## src/sv/srs_pkg.sv

```systemverilog
// types, constants and helpers shared by the selective repeat sender
`timescale 1ns / 1ps

package srs_pkg;

  localparam int SEQ_SPACE = 12;
  localparam int SEQ_W     = 4;
  localparam int BSUM_W    = 13;
  localparam int PSUM_W    = 14;
  localparam int PAY_W     = 160;

  localparam logic [1:0] OP_SEND    = 2'd0;
  localparam logic [1:0] OP_ACK     = 2'd1;
  localparam logic [1:0] OP_TIMEOUT = 2'd2;

  localparam logic [1:0] TMR_NONE    = 2'd0;
  localparam logic [1:0] TMR_START   = 2'd1;
  localparam logic [1:0] TMR_STOP    = 2'd2;
  localparam logic [1:0] TMR_RESTART = 2'd3;

  typedef logic [1:0] res_kind_t;
  localparam res_kind_t RES_PLAIN = 2'd0;
  localparam res_kind_t RES_SEND  = 2'd1;
  localparam res_kind_t RES_MEM   = 2'd2;

  typedef struct packed {
    logic      in_ready;
    logic      sum_en;
    logic      store;
    logic      mark;
    logic      slide;
    logic      scan_start;
    logic      scan_step;
    logic      mem_rd;
    logic      load_out;
    res_kind_t res_kind;
    logic [1:0] timer;
    logic      acc;
    logic      last;
  } srs_cmd_t;

  typedef struct packed {
    logic       accept;
    logic [1:0] opcode;
    logic       window_full;
    logic       cnt_zero;
    logic       chk_ok;
    logic       none_unacked;
    logic       slide_more;
    logic       scan_done;
    logic       scan_hit;
    logic       more_after;
    logic       out_free;
  } srs_stat_t;

  function automatic logic [SEQ_W-1:0] seq_sub(input logic [SEQ_W-1:0] a,
                                               input logic [SEQ_W-1:0] b);
    logic [SEQ_W-1:0] r;
    if (a >= b) begin
      r = a - b;
    end else begin
      r = a + SEQ_W'(SEQ_SPACE) - b;
    end
    return r;
  endfunction

  function automatic logic [SEQ_W-1:0] seq_add(input logic [SEQ_W-1:0] a,
                                               input logic [SEQ_W-1:0] b);
    logic [SEQ_W:0] s;
    s = {1'b0, a} + {1'b0, b};
    if (s >= (SEQ_W+1)'(SEQ_SPACE)) begin
      s = s - (SEQ_W+1)'(SEQ_SPACE);
    end
    return s[SEQ_W-1:0];
  endfunction

  function automatic logic [SEQ_W-1:0] seq_inc(input logic [SEQ_W-1:0] a);
    return (a == SEQ_W'(SEQ_SPACE - 1)) ? '0 : a + 1'b1;
  endfunction

endpackage

```

## src/sv/srs_if.sv

```systemverilog
// request and result channel interfaces of the selective repeat sender
`timescale 1ns / 1ps

interface srs_req_if;
  logic               valid;
  logic               ready;
  logic [1:0]         opcode;
  logic [63:0]        payload_low;
  logic [63:0]        payload_mid;
  logic [31:0]        payload_high;
  logic signed [31:0] ack_seq_field;
  logic signed [31:0] ack_number;
  logic signed [31:0] ack_check;

  modport source (output valid, opcode, payload_low, payload_mid, payload_high,
                  ack_seq_field, ack_number, ack_check, input ready);
  modport sink (input valid, opcode, payload_low, payload_mid, payload_high,
                ack_seq_field, ack_number, ack_check, output ready);
endinterface

interface srs_rsp_if;
  logic               valid;
  logic               ready;
  logic               packet_valid;
  logic [3:0]         packet_seq;
  logic signed [13:0] packet_sum;
  logic [63:0]        out_payload_low;
  logic [63:0]        out_payload_mid;
  logic [31:0]        out_payload_high;
  logic [1:0]         timer_action;
  logic               accepted;
  logic               last_result;

  modport source (output valid, packet_valid, packet_seq, packet_sum, out_payload_low,
                  out_payload_mid, out_payload_high, timer_action, accepted,
                  last_result, input ready);
  modport sink (input valid, packet_valid, packet_seq, packet_sum, out_payload_low,
                out_payload_mid, out_payload_high, timer_action, accepted,
                last_result, output ready);
endinterface

```

## src/sv/srs_dp.sv

```systemverilog
// datapath: request registers, window state, packet store and result register
`timescale 1ns / 1ps

module srs_dp #(
  parameter int WINDOW = 6
) (
  input  logic              clk,
  input  logic              rst,
  input  srs_pkg::srs_cmd_t cmd,
  output srs_pkg::srs_stat_t stat,
  srs_req_if.sink           req,
  srs_rsp_if.source         rsp
);

  localparam int SS  = srs_pkg::SEQ_SPACE;
  localparam int SW  = srs_pkg::SEQ_W;
  localparam int SW1 = SW + 1;
  localparam int BW  = srs_pkg::BSUM_W;
  localparam int PW  = srs_pkg::PSUM_W;
  localparam int EFF_WIN = (WINDOW < SS) ? WINDOW : SS - 1;
  localparam logic [SW-1:0] EFF = SW'(EFF_WIN);

  logic [1:0]  op_q;
  logic [63:0] pay_lo_q;
  logic [63:0] pay_mid_q;
  logic [31:0] pay_hi_q;
  logic [31:0] a_seq_q;
  logic [31:0] a_num_q;
  logic [31:0] a_chk_q;
  logic [BW-1:0] bsum_q;
  logic [32:0] pair_q;

  logic [SW-1:0] base;
  logic [SW-1:0] nxt;
  logic [SS-1:0] acked;
  logic [SW-1:0] scan_i;
  logic [SW-1:0] rd_seq;

  logic [srs_pkg::PAY_W+BW-1:0] mem [SS];
  logic [srs_pkg::PAY_W+BW-1:0] rd_q;

  logic          out_valid;
  logic          o_pv;
  logic [SW-1:0] o_seq;
  logic [PW-1:0] o_sum;
  logic [63:0]   o_lo;
  logic [63:0]   o_mid;
  logic [31:0]   o_hi;
  logic [1:0]    o_timer;
  logic          o_acc;
  logic          o_last;

  logic          accept;
  logic [SW-1:0] cnt;
  logic [SW-1:0] rd_addr;
  logic [SW-1:0] ack_n;
  logic          ack_in_win;
  logic [34:0]   chk_calc;
  logic [SS-1:0] unack;
  logic [SS-1:0] above;

  // byte sum as a tree
  logic [srs_pkg::PAY_W-1:0] all_bytes;
  logic [8:0]  l1 [10];
  logic [9:0]  l2 [5];
  logic [10:0] l3a;
  logic [10:0] l3b;
  logic [BW-1:0] bsum;

  assign all_bytes = {pay_hi_q, pay_mid_q, pay_lo_q};

  for (genvar i = 0; i < 10; i++) begin : g_l1
    assign l1[i] = {1'b0, all_bytes[16*i +: 8]} + {1'b0, all_bytes[16*i+8 +: 8]};
  end
  for (genvar i = 0; i < 5; i++) begin : g_l2
    assign l2[i] = {1'b0, l1[2*i]} + {1'b0, l1[2*i+1]};
  end
  assign l3a  = {1'b0, l2[0]} + {1'b0, l2[1]};
  assign l3b  = {1'b0, l2[2]} + {1'b0, l2[3]};
  assign bsum = BW'(l3a) + BW'(l3b) + BW'(l2[4]);

  assign accept = req.valid && cmd.in_ready;
  assign req.ready = cmd.in_ready;

  assign cnt        = srs_pkg::seq_sub(nxt, base);
  assign rd_addr    = srs_pkg::seq_add(base, scan_i);
  assign ack_n      = a_num_q[SW-1:0];
  assign ack_in_win = (a_num_q < 32'(SS)) && (srs_pkg::seq_sub(ack_n, base) < EFF);
  assign chk_calc   = {{2{pair_q[32]}}, pair_q} + {{(35-BW){1'b0}}, bsum_q};

  // unacked slots by offset from the window base
  for (genvar j = 0; j < SS; j++) begin : g_off
    logic [SW1-1:0] wrap_idx;
    logic [SW1-1:0] off_idx;
    assign wrap_idx = {1'b0, base} + SW1'(j);
    assign off_idx  = (wrap_idx >= SW1'(SS)) ? wrap_idx - SW1'(SS) : wrap_idx;
    assign unack[j] = (SW'(j) < cnt) && !acked[off_idx[SW-1:0]];
    assign above[j] = SW'(j) > scan_i;
  end

  always_comb begin
    stat              = '0;
    stat.accept       = accept;
    stat.opcode       = op_q;
    stat.window_full  = cnt >= EFF;
    stat.cnt_zero     = cnt == '0;
    stat.chk_ok       = chk_calc == {{3{a_chk_q[31]}}, a_chk_q};
    stat.none_unacked = ~|unack;
    stat.slide_more   = (cnt != '0) && acked[base];
    stat.scan_done    = scan_i == cnt;
    stat.scan_hit     = unack[scan_i];
    stat.more_after   = |(unack & above);
    stat.out_free     = !out_valid || rsp.ready;
  end

  always_ff @(posedge clk) begin
    if (accept) begin
      op_q      <= req.opcode;
      pay_lo_q  <= req.payload_low;
      pay_mid_q <= req.payload_mid;
      pay_hi_q  <= req.payload_high;
      a_seq_q   <= req.ack_seq_field;
      a_num_q   <= req.ack_number;
      a_chk_q   <= req.ack_check;
    end
    if (cmd.sum_en) begin
      bsum_q <= bsum;
      pair_q <= {a_seq_q[31], a_seq_q} + {a_num_q[31], a_num_q};
    end
  end

  always_ff @(posedge clk) begin
    if (rst) begin
      base   <= '0;
      nxt    <= '0;
      acked  <= '0;
      scan_i <= '0;
    end else begin
      if (cmd.store) begin
        acked[nxt] <= 1'b0;
        nxt        <= srs_pkg::seq_inc(nxt);
      end
      if (cmd.mark && ack_in_win) begin
        acked[ack_n] <= 1'b1;
      end
      if (cmd.slide) begin
        base <= srs_pkg::seq_inc(base);
      end
      if (cmd.scan_start) begin
        scan_i <= '0;
      end else if (cmd.scan_step) begin
        scan_i <= scan_i + 1'b1;
      end
    end
  end

  // packet store, one write and one registered read port
  always_ff @(posedge clk) begin
    if (cmd.store) begin
      mem[nxt] <= {bsum_q, pay_hi_q, pay_mid_q, pay_lo_q};
    end
    if (cmd.mem_rd) begin
      rd_q   <= mem[rd_addr];
      rd_seq <= rd_addr;
    end
  end

  always_ff @(posedge clk) begin
    if (rst) begin
      out_valid <= 1'b0;
    end else if (cmd.load_out) begin
      out_valid <= 1'b1;
    end else if (rsp.ready) begin
      out_valid <= 1'b0;
    end
  end

  always_ff @(posedge clk) begin
    if (cmd.load_out) begin
      o_timer <= cmd.timer;
      o_acc   <= cmd.acc;
      o_last  <= cmd.last;
      case (cmd.res_kind)
        srs_pkg::RES_SEND: begin
          o_pv  <= 1'b1;
          o_seq <= nxt;
          o_sum <= PW'(bsum_q) + PW'(nxt) - PW'(1);
          o_lo  <= pay_lo_q;
          o_mid <= pay_mid_q;
          o_hi  <= pay_hi_q;
        end
        srs_pkg::RES_MEM: begin
          o_pv  <= 1'b1;
          o_seq <= rd_seq;
          o_sum <= PW'(rd_q[srs_pkg::PAY_W +: BW]) + PW'(rd_seq) - PW'(1);
          o_lo  <= rd_q[63:0];
          o_mid <= rd_q[127:64];
          o_hi  <= rd_q[159:128];
        end
        default: begin
          o_pv  <= 1'b0;
          o_seq <= '0;
          o_sum <= '0;
          o_lo  <= '0;
          o_mid <= '0;
          o_hi  <= '0;
        end
      endcase
    end
  end

  assign rsp.valid            = out_valid;
  assign rsp.packet_valid     = o_pv;
  assign rsp.packet_seq       = o_seq;
  assign rsp.packet_sum       = o_sum;
  assign rsp.out_payload_low  = o_lo;
  assign rsp.out_payload_mid  = o_mid;
  assign rsp.out_payload_high = o_hi;
  assign rsp.timer_action     = o_timer;
  assign rsp.accepted         = o_acc;
  assign rsp.last_result      = o_last;

endmodule

```

## src/sv/srs_ctrl.sv

```systemverilog
// controller state machine of the selective repeat sender
`timescale 1ns / 1ps

module srs_ctrl (
  input  logic               clk,
  input  logic               rst,
  input  srs_pkg::srs_stat_t stat,
  output srs_pkg::srs_cmd_t  cmd
);

  localparam logic [2:0] S_IDLE      = 3'd0;
  localparam logic [2:0] S_SUM       = 3'd1;
  localparam logic [2:0] S_DISPATCH  = 3'd2;
  localparam logic [2:0] S_SLIDE     = 3'd3;
  localparam logic [2:0] S_OUT_PLAIN = 3'd4;
  localparam logic [2:0] S_OUT_SEND  = 3'd5;
  localparam logic [2:0] S_SCAN      = 3'd6;
  localparam logic [2:0] S_OUT_MEM   = 3'd7;

  logic [2:0] state;
  logic [2:0] state_next;
  logic [1:0] pend_timer;
  logic [1:0] pend_timer_next;

  always_ff @(posedge clk) begin
    if (rst) begin
      state      <= S_IDLE;
      pend_timer <= srs_pkg::TMR_NONE;
    end else begin
      state      <= state_next;
      pend_timer <= pend_timer_next;
    end
  end

  always_comb begin
    cmd             = '0;
    cmd.res_kind    = srs_pkg::RES_PLAIN;
    cmd.timer       = srs_pkg::TMR_NONE;
    state_next      = state;
    pend_timer_next = pend_timer;
    case (state)
      S_IDLE: begin
        cmd.in_ready = 1'b1;
        if (stat.accept) begin
          state_next = S_SUM;
        end
      end
      S_SUM: begin
        cmd.sum_en = 1'b1;
        state_next = S_DISPATCH;
      end
      S_DISPATCH: begin
        case (stat.opcode)
          srs_pkg::OP_SEND: begin
            if (stat.window_full) begin
              pend_timer_next = srs_pkg::TMR_NONE;
              state_next      = S_OUT_PLAIN;
            end else begin
              state_next = S_OUT_SEND;
            end
          end
          srs_pkg::OP_ACK: begin
            if (stat.chk_ok) begin
              cmd.mark   = 1'b1;
              state_next = S_SLIDE;
            end else begin
              pend_timer_next = srs_pkg::TMR_NONE;
              state_next      = S_OUT_PLAIN;
            end
          end
          srs_pkg::OP_TIMEOUT: begin
            if (stat.none_unacked) begin
              pend_timer_next = srs_pkg::TMR_START;
              state_next      = S_OUT_PLAIN;
            end else begin
              cmd.scan_start = 1'b1;
              state_next     = S_SCAN;
            end
          end
          default: begin
            pend_timer_next = srs_pkg::TMR_NONE;
            state_next      = S_OUT_PLAIN;
          end
        endcase
      end
      S_SLIDE: begin
        if (stat.slide_more) begin
          cmd.slide = 1'b1;
        end else begin
          pend_timer_next = stat.cnt_zero ? srs_pkg::TMR_STOP : srs_pkg::TMR_RESTART;
          state_next      = S_OUT_PLAIN;
        end
      end
      S_OUT_PLAIN: begin
        cmd.res_kind = srs_pkg::RES_PLAIN;
        cmd.timer    = pend_timer;
        cmd.last     = 1'b1;
        if (stat.out_free) begin
          cmd.load_out = 1'b1;
          state_next   = S_IDLE;
        end
      end
      S_OUT_SEND: begin
        cmd.res_kind = srs_pkg::RES_SEND;
        cmd.timer    = stat.cnt_zero ? srs_pkg::TMR_START : srs_pkg::TMR_NONE;
        cmd.acc      = 1'b1;
        cmd.last     = 1'b1;
        if (stat.out_free) begin
          cmd.load_out = 1'b1;
          cmd.store    = 1'b1;
          state_next   = S_IDLE;
        end
      end
      S_SCAN: begin
        if (stat.scan_done) begin
          state_next = S_IDLE;
        end else if (stat.scan_hit) begin
          cmd.mem_rd = 1'b1;
          state_next = S_OUT_MEM;
        end else begin
          cmd.scan_step = 1'b1;
        end
      end
      S_OUT_MEM: begin
        cmd.res_kind = srs_pkg::RES_MEM;
        cmd.last     = !stat.more_after;
        cmd.timer    = stat.more_after ? srs_pkg::TMR_NONE : srs_pkg::TMR_START;
        if (stat.out_free) begin
          cmd.load_out  = 1'b1;
          cmd.scan_step = 1'b1;
          state_next    = stat.more_after ? S_SCAN : S_IDLE;
        end
      end
      default: begin
        state_next = S_IDLE;
      end
    endcase
  end

endmodule

```

## src/sv/selective_repeat_sender_core.sv

```systemverilog
// top level of the selective repeat sender core
//
//   channel | dir | handshake     | carries
//   req     | in  | valid / ready | opcode, payload, ack fields
//   rsp     | out | valid / ready | one result per handshake, last_result on the final one
//
// a request is taken only in the idle state; refused sends, bad acks and unused opcodes get
// a plain result, a send with room is stored and sent, a valid ack marks its slot and slides
// the window base past acked slots; a timeout with unacked packets scans one slot a cycle
// up to the last unacked one, pausing to resend each via the store read port
// reset clears the window pointers and ack flags at once; the packet store needs no clearing
// results sit in an output register; a stalled rsp holds the controller until it drains,
// and the next request may be taken while the last result still waits
`timescale 1ns / 1ps

module selective_repeat_sender_core #(
  parameter int WINDOW = 6
) (
  input logic       clk,
  input logic       rst,
  srs_req_if.sink   req,
  srs_rsp_if.source rsp
);

  srs_pkg::srs_cmd_t  cmd;
  srs_pkg::srs_stat_t stat;

  srs_ctrl u_ctrl (
    .clk  (clk),
    .rst  (rst),
    .stat (stat),
    .cmd  (cmd)
  );

  srs_dp #(
    .WINDOW (WINDOW)
  ) u_dp (
    .clk  (clk),
    .rst  (rst),
    .cmd  (cmd),
    .stat (stat),
    .req  (req),
    .rsp  (rsp)
  );

endmodule

```

## src/flat_wrapper.sv

```systemverilog
// flat-port wrapper written by rule: the top's interface ports become plain ports
module selective_repeat_sender_core_flat 
#(
  parameter int WINDOW = 6
)
  (clk, rst, req_valid, req_opcode, req_payload_low, req_payload_mid, req_payload_high, req_ack_seq_field, req_ack_number, req_ack_check, req_ready, rsp_valid, rsp_packet_valid, rsp_packet_seq, rsp_packet_sum, rsp_out_payload_low, rsp_out_payload_mid, rsp_out_payload_high, rsp_timer_action, rsp_accepted, rsp_last_result, rsp_ready);
  srs_req_if req_i ();
  srs_rsp_if rsp_i ();
  input logic clk;
  input logic rst;
  input wire logic [$bits(req_i.valid)-1:0] req_valid;
  input wire logic [$bits(req_i.opcode)-1:0] req_opcode;
  input wire logic [$bits(req_i.payload_low)-1:0] req_payload_low;
  input wire logic [$bits(req_i.payload_mid)-1:0] req_payload_mid;
  input wire logic [$bits(req_i.payload_high)-1:0] req_payload_high;
  input wire logic [$bits(req_i.ack_seq_field)-1:0] req_ack_seq_field;
  input wire logic [$bits(req_i.ack_number)-1:0] req_ack_number;
  input wire logic [$bits(req_i.ack_check)-1:0] req_ack_check;
  output wire logic [$bits(req_i.ready)-1:0] req_ready;
  output wire logic [$bits(rsp_i.valid)-1:0] rsp_valid;
  output wire logic [$bits(rsp_i.packet_valid)-1:0] rsp_packet_valid;
  output wire logic [$bits(rsp_i.packet_seq)-1:0] rsp_packet_seq;
  output wire logic [$bits(rsp_i.packet_sum)-1:0] rsp_packet_sum;
  output wire logic [$bits(rsp_i.out_payload_low)-1:0] rsp_out_payload_low;
  output wire logic [$bits(rsp_i.out_payload_mid)-1:0] rsp_out_payload_mid;
  output wire logic [$bits(rsp_i.out_payload_high)-1:0] rsp_out_payload_high;
  output wire logic [$bits(rsp_i.timer_action)-1:0] rsp_timer_action;
  output wire logic [$bits(rsp_i.accepted)-1:0] rsp_accepted;
  output wire logic [$bits(rsp_i.last_result)-1:0] rsp_last_result;
  input wire logic [$bits(rsp_i.ready)-1:0] rsp_ready;
  assign req_i.valid = req_valid;
  assign req_i.opcode = req_opcode;
  assign req_i.payload_low = req_payload_low;
  assign req_i.payload_mid = req_payload_mid;
  assign req_i.payload_high = req_payload_high;
  assign req_i.ack_seq_field = req_ack_seq_field;
  assign req_i.ack_number = req_ack_number;
  assign req_i.ack_check = req_ack_check;
  assign req_ready = req_i.ready;
  assign rsp_valid = rsp_i.valid;
  assign rsp_packet_valid = rsp_i.packet_valid;
  assign rsp_packet_seq = rsp_i.packet_seq;
  assign rsp_packet_sum = rsp_i.packet_sum;
  assign rsp_out_payload_low = rsp_i.out_payload_low;
  assign rsp_out_payload_mid = rsp_i.out_payload_mid;
  assign rsp_out_payload_high = rsp_i.out_payload_high;
  assign rsp_timer_action = rsp_i.timer_action;
  assign rsp_accepted = rsp_i.accepted;
  assign rsp_last_result = rsp_i.last_result;
  assign rsp_i.ready = rsp_ready;
  selective_repeat_sender_core #(.WINDOW(WINDOW)) u_core (.clk(clk), .rst(rst), .req(req_i), .rsp(rsp_i));
endmodule
```

## config.mk

```make
export PLATFORM = sky130hd
export DESIGN_NAME = selective_repeat_sender_core_flat
export DESIGN_NICKNAME = d
export VERILOG_FILES = /design/src/sv/srs_pkg.sv /design/src/sv/srs_if.sv /design/src/sv/srs_dp.sv /design/src/sv/srs_ctrl.sv /design/src/sv/selective_repeat_sender_core.sv /design/src/flat_wrapper.sv
export SDC_FILE = /design/constraint.sdc
export NUM_CORES = 2
export LEC_CHECK = 0
export ABC_AREA = 1
export BUFFER_PORTS_ARGS = -buffer_cell sky130_fd_sc_hd__buf_2
export CAP_MARGIN = 40
export CORE_MARGIN = 3
export CORE_UTILIZATION = 63
export CTS_CLUSTER_SIZE = 24
export DETAILED_ROUTE_END_ITERATION = 7
export GPL_TIMING_DRIVEN = 1
export HOLD_SLACK_MARGIN = 0.03
export PLACE_DENSITY = 0.77
export SYNTH_ARGS = -nofsm -noshare
export SYNTH_HDL_FRONTEND = slang
export SYNTH_SLANG_ARGS = --single-unit
```

## constraint.sdc

```tcl
create_clock -name clk -period 29.3 [get_ports clk]
set_clock_uncertainty 0.1 [all_clocks]
set_input_delay 4.395 -clock clk [delete_from_list [all_inputs] [get_ports clk]]
set_output_delay 4.395 -clock clk [all_outputs]
set_load 0.05 [all_outputs]
```

# After elaboration in Yosys (flattened, before gate mapping)
# Memories as Yosys holds them, arrays and structs flattened. A register that Yosys moved wholly into a read port is not among the register bits.
# Index checks and enable logic that the tools add are counted.
[op_classes]
bitwise = 4
add_sub_neg = 59
n_reduce_logical = 46
n_mux = 103
n_lt_le_gt_ge = 60
eq_ne = 23
[ops]
columns = ["op", "n"]
rows = [
  ["one-hot mux 64 bit (2 select lines)", 2],
  ["adder 8 x 8 -> 9 bit", 10],
  ["less-than comparator 4 x 5 -> 1 bit (second input constant)", 16],
  ["two-way mux 4 bit", 17],
  ["one-hot mux 32 bit (2 select lines)", 1],
  ["greater-or-equal comparator 5 x 4 -> 1 bit (second input constant)", 12],
  ["binary-select mux 1 bit (select 4 bit)", 14],
  ["subtractor 4 bit (second input constant)", 13],
  ["adder 9 x 9 -> 10 bit", 5],
  ["two-way mux 1 bit", 41],
  ["two-way mux 12 bit", 3],
  ["equality test 35 bit", 1],
  ["adder 33 x 14 -> 34 bit", 1],
  ["adder 32 x 32 -> 33 bit", 1],
  ["less-than comparator 32 x 4 -> 1 bit (second input constant)", 1],
  ["adder 13 x 4 -> 14 bit", 2],
  ["one-hot mux 14 bit (2 select lines)", 1],
  ["subtractor 14 x 1 -> 14 bit (second input constant)", 2],
  ["AND 12 bit", 2],
  ["two-way mux 3 bit", 8],
  ["OR reduction 12 bit", 2],
  ["adder 10 x 10 -> 11 bit", 2],
  ["one-hot mux 3 bit (7 select lines)", 1],
  ["adder 4 x 3 -> 5 bit (second input constant)", 4],
  ["54 further kinds", 133],
]
[totals]
register_bits = 521
mem_count = 1
out_inout_bits = 185
ramBits = 2076
[mem_list]
columns = ["memory", "words", "width", "rd", "rd_ports_with_merged_regs", "write_ports", "line", "text"]
rows = [
  ["u_core.u_dp.mem", 12, 173, 1, 1, 1, "srs_dp.sv:39", "logic [srs_pkg::PAY_W+BW-1:0] mem [SS];"],
]

# Longest topological paths before layout
[depth]
word_depth = 14
mapped_depth = 28
ltp_nobuf = 27

# Modules after synthesis
# From an unflattened synthesis, not the netlist that was laid out.
[unflattened]
cells_unflattened = 8992
hier_area_um2 = 115992.5
[by_module_without_submodules]
columns = ["mod", "area_per_inst_um2", "instances", "cells_each"]
rows = [
  ["srs_dp", 115376.9, 1, 8891],
  ["srs_ctrl", 615.6, 1, 101],
]

# Least setup slack after synthesis
# No wires, ideal clock.
[synth_path]
path_kind = "input -> register"
start = "input port req_valid"
end = "register u_core.u_dp.a_chk_q[0] (enable)"
setup_slack_ns = 13.296
t_arrival_ns = 15.020
stages = 2
setup_ns = 0.883
required_time_ns = 28.317
path_cell_list = "inv_1 -> nor2_1"
[synth_rtl]
columns = ["item", "line", "text"]
rows = [
  ["from (decl)", "flat_wrapper.sv:11", "input wire logic [$bits(req_i.valid)-1:0] req_valid;"],
  ["to (signal assigned)", "srs_dp.sv:124", "a_chk_q <= req.ack_check;"],
  ["to (decl)", "srs_dp.sv:29", "logic [31:0] a_chk_q;"],
]

# Worst setup path after layout
[layout_path]
start = "register u_core.u_dp.pay_lo_q[18]"
end = "register u_core.u_dp.bsum_q[11], data pin"
[layout_via]
elab_chain_cells = 5
[layout_lines]
columns = ["item", "line", "text"]
rows = [
  ["from (decl)", "srs_dp.sv:24", "logic [63:0] pay_lo_q;"],
  ["from (signal assigned)", "srs_dp.sv:119", "pay_lo_q <= req.payload_low;"],
  ["adder 8 x 8 -> 9 bit", "srs_dp.sv:73", "assign l1[i] = {1'b0, all_bytes[16*i +: 8]} + {1'b0, all_bytes[16*i+8 +: 8]};"],
  ["adder 9 x 9 -> 10 bit", "srs_dp.sv:76", "assign l2[i] = {1'b0, l1[2*i]} + {1'b0, l1[2*i+1]};"],
  ["adder 10 x 10 -> 11 bit", "srs_dp.sv:78", "assign l3a = {1'b0, l2[0]} + {1'b0, l2[1]};"],
  ["adder 11 x 11 -> 12 bit", "srs_dp.sv:80", "assign bsum = BW'(l3a) + BW'(l3b) + BW'(l2[4]);"],
  ["adder 12 x 10 -> 13 bit", "srs_dp.sv:80", ""],
  ["net u_core.u_dp.bsum[11]", "srs_dp.sv:68", "logic [BW-1:0] bsum;"],
  ["to (signal assigned)", "srs_dp.sv:127", "bsum_q <= bsum;"],
  ["to (decl)", "srs_dp.sv:30", "logic [BW-1:0] bsum_q;"],
]
# The timed path passes the listed nets, and every way through them passes these cells.
# A chain may end at the register's enable or synchronous reset.

==> results.sh <==
export IMPL_status="complete, no violations"
export IMPL_p_sw_uw=5390
export IMPL_maxCapViolCount=0
export IMPL_die_x_um=433
export IMPL_p_leak_uw=0.0459
export IMPL_area_growth_pct=12.3
export IMPL_syn_inst=8440
export IMPL_numCtsBuffers=286
export IMPL_finalCritPeriodShare=0.236
export IMPL_initial_core_util=0.638
export IMPL_postCtsSetupRepairBufs=0
export IMPL_finalSetupTns_ps=0
export IMPL_layout_min_cycle_time_ps=6910
export IMPL_die_h_um=433
export IMPL_grt_overflow=0
export IMPL_ys_warnings_count=0
export IMPL_layout_common_cells="2740 x edfxtp_1, 1066 x nand2_1, 867 x o21ai_0, 765 x nor2_1, 499 x inv_1"
export IMPL_worst_pin_slew_ps=1240
export IMPL_synthFlopType="edfxtp_1"
export IMPL_finalSetupViolCount=0
export IMPL_grt_max_degree=249
export IMPL_critPathTopFamily="adder cells"
export IMPL_final_max_slew_viol_count=0
export IMPL_clockPowerShare=0.236
export IMPL_post_route_cells_drive_above_1_share=0.123
export IMPL_async_flop_share=0
export IMPL_crit_type="register to register"
export IMPL_hold_buffers=0
export IMPL_clock_sinks=2770
export IMPL_htreeDepth=5
export IMPL_cts_clk_slew_worst_paths_ps=60
export IMPL_synth_area_leaders="edfxtp_1 72%, o21ai_0 3.8%, nand2_1 3.5%"
export IMPL_layout_commonest_cell="edfxtp_1"
export IMPL_internal_power_uw=9460
export IMPL_whs_ps=384
export IMPL_critPathMaxStageDelay_ps=590
export IMPL_synth_top_area_share=0.718
export IMPL_ys_seq_area_frac=0.723
export IMPL_port_buffers=446
export IMPL_slew_headroom=0.172
export IMPL_grt_pass1_vias=73900
export IMPL_n_fill_cell=11100
export IMPL_ys_types=66
export IMPL_cp_common_cell="fa_1"
export IMPL_yosysTopAreaCell="edfxtp_1"
export IMPL_final_setup_worst_slack_ps=22390
export IMPL_via_per_inst=6.59
export IMPL_nNetsFinal=9401
export IMPL_wire_per_inst_um=28.0
export IMPL_dp_hpwl_mm=180
export IMPL_gp_congestion=0.901
export IMPL_drc=0
export IMPL_clkLatencyLatePin_ps=940
export IMPL_clockBufferDepth=4
export IMPL_crit_chain="inv_1, fa_1, inv_1, fa_1, fa_1, fa_1, fa_1, inv_1, fa_1, fa_1, inv_1, fa_1, nand3_1, nand2_1, a21oi_1, inv_1, a21oi_1, o21ai_0, a21oi_1, nor2_1, nor2_1, xor2_1"
export IMPL_cts_tree="built"
export IMPL_syn_avg_cell_area_um2=13.6
export IMPL_fmax_mhz=145
export IMPL_antenna_found_initial=14
export IMPL_synth_edf_count=2740
export IMPL_seqPwrFrac=0.357
export IMPL_dr_total_vias=75000
export IMPL_syn_area_mm2=0.115
export IMPL_rows=155
export IMPL_ys_ff_latch=2770
export IMPL_critical_path_slowest_cell="edfxtp_1"
export IMPL_ios=447
export IMPL_hold_path_class="register to register"
export IMPL_drt_iter0_drc=11000
export IMPL_ctsResizeCount=0
export IMPL_antenna_left=0
export IMPL_grt_usage=0.337
export IMPL_power_density_mw_per_mm2=115
export IMPL_dr_pass1_iters=6
export IMPL_core_area_mm2=0.180
export IMPL_path_buf_inv=5
export IMPL_worstPathArrival_ps=7490
export IMPL_cp_required_ps=29870
export IMPL_routed_wl_mm=319
export IMPL_synth_nets=9005
export IMPL_final_core_util=0.717
export IMPL_swShare=0.363
export IMPL_rsz0062_at_grt="no"
export IMPL_ir_drop_uv=883
export IMPL_cp_max_fo=13
export IMPL_finalHoldViolations=0
export IMPL_cts_root_buf="clkbuf_16"
export IMPL_ff2ff_setup_slack_ps=22390
export IMPL_place_ws_ps=21670
export IMPL_end_kind="register"
export IMPL_pwr_share_comb=0.406
export IMPL_dieArea_mm2=0.187
export IMPL_crit_path_start_kind="register"
export IMPL_grt_pass1_wl_mm=465
per-stage QoR:
stage	std cells	cell area [um^2]	total power, uW
floorplan	8440	115000	9700
global placement	10900	119000	11200
detailed placement	10900	120000	11200
CTS	11400	129000	14800
global route	11400	129000	15800
finish	11400	129000	14900
tightest hold or removal path, stage by stage (launching register included):
cell and delay (ps):
dfxtp_1 310, nand2_1 70, a21oi_1 60
metal layers:
metal	track usage	share of wire	vias to the layer above	wire, um
met1	0.447	0.36	36700	114000
li1	-	-	32100	-
met4	0.196	0.064	6	20400
met5	0	0.00013	-	43
met2	0.528	0.47	5307	150000
met3	0.0639	0.11	958	35000
state kept, by name, summed over array words and instances, names as in the netlist, 33 cells and up:
signal / flops
u_core.u_dp.mem: 2076
u_core.u_dp.pair_q: 33
u_core.u_dp.pay_lo_q: 64
u_core.u_dp.pay_mid_q: 64
u_core.u_dp.rd_q: 173
u_core.u_dp.rsp.out_payload_low: 64
u_core.u_dp.rsp.out_payload_mid: 64
layout make-up:
| class | count | area (um^2) | share of cell area |
|---|---|---|---|
| inverters | 510 | 1940 | 0.0151 |
| diodes | 7 | 17.5 | 0.000136 |
| clock buffers | 343 | 7520 | 0.0584 |
| repair buffers | 580 | 3940 | 0.0306 |
| flip-flops and latches | 2770 | 82900 | 0.644 |
| well taps | 2355 | 2950 | 0.0229 |
| clock inverters | 131 | 1320 | 0.0103 |
| multi-input cells | 4688 | 28100 | 0.219 |
synthesized netlist by cell type, drive strengths merged, types with 2 or more instances:
cell type  number
a21o            6
a32o          134
a31oi           5
clkbuf        426
a21oi         500
o31ai           2
nor3           24
or2             9
nor4           12
and2            4
a22o           85
edfxtp       2740
xnor3           2
inv           508
buf            45
o22ai         101
nand3b          7
a31o           83
a221oi         83
nand2        1088
xnor2          32
clkinv          2
o221ai        216
fa            149
ha            154
xor2           51
a211oi          6
o21bai         10
o211ai         51
a21boi          3
nor2          787
o21a            7
dfxtp          30
nand4          39
o21ai         885
nand3         147
power groups by stage:
stage / Combinational, uW / Clock, uW / Sequential, uW
floorplan: 4260 / 0 / 5450
global placement: 5780 / 0 / 5370
detailed placement: 5790 / 0 / 5380
CTS: 5970 / 3530 / 5300
global route: 6750 / 3680 / 5330
finish: 6040 / 3510 / 5310
kinds of logic (layout without fill, tap and decap cells):
group / Yosys count / in the layout / synth area share
AOI/OAI and AO/OA: 2181 / 2181 / 0.120
buffers and inverters: 982 / 1564 / 0.0330
other: 0 / 7 / 0
and+or+nand+nor: 2119 / 2119 / 0.0744
DFF: 2770 / 2770 / 0.723
adders and majority gates: 303 / 303 / 0.0428
xor gates and xnor gates: 85 / 85 / 0.00696
worst paths after layout:
check	start	depth (start not counted)	to
setup reg to reg	u_core.u_dp.pay_lo_q[18]	22	u_core.u_dp.bsum_q[11]
setup / recovery	u_core.u_dp.pay_lo_q[18]	22	u_core.u_dp.bsum_q[11]
hold reg to reg	u_core.u_dp.acked[3]	2	u_core.u_dp.acked[3]
hold / removal	u_core.u_dp.acked[3]	2	u_core.u_dp.acked[3]
Note: power is estimated with default switching activity, not from simulation.
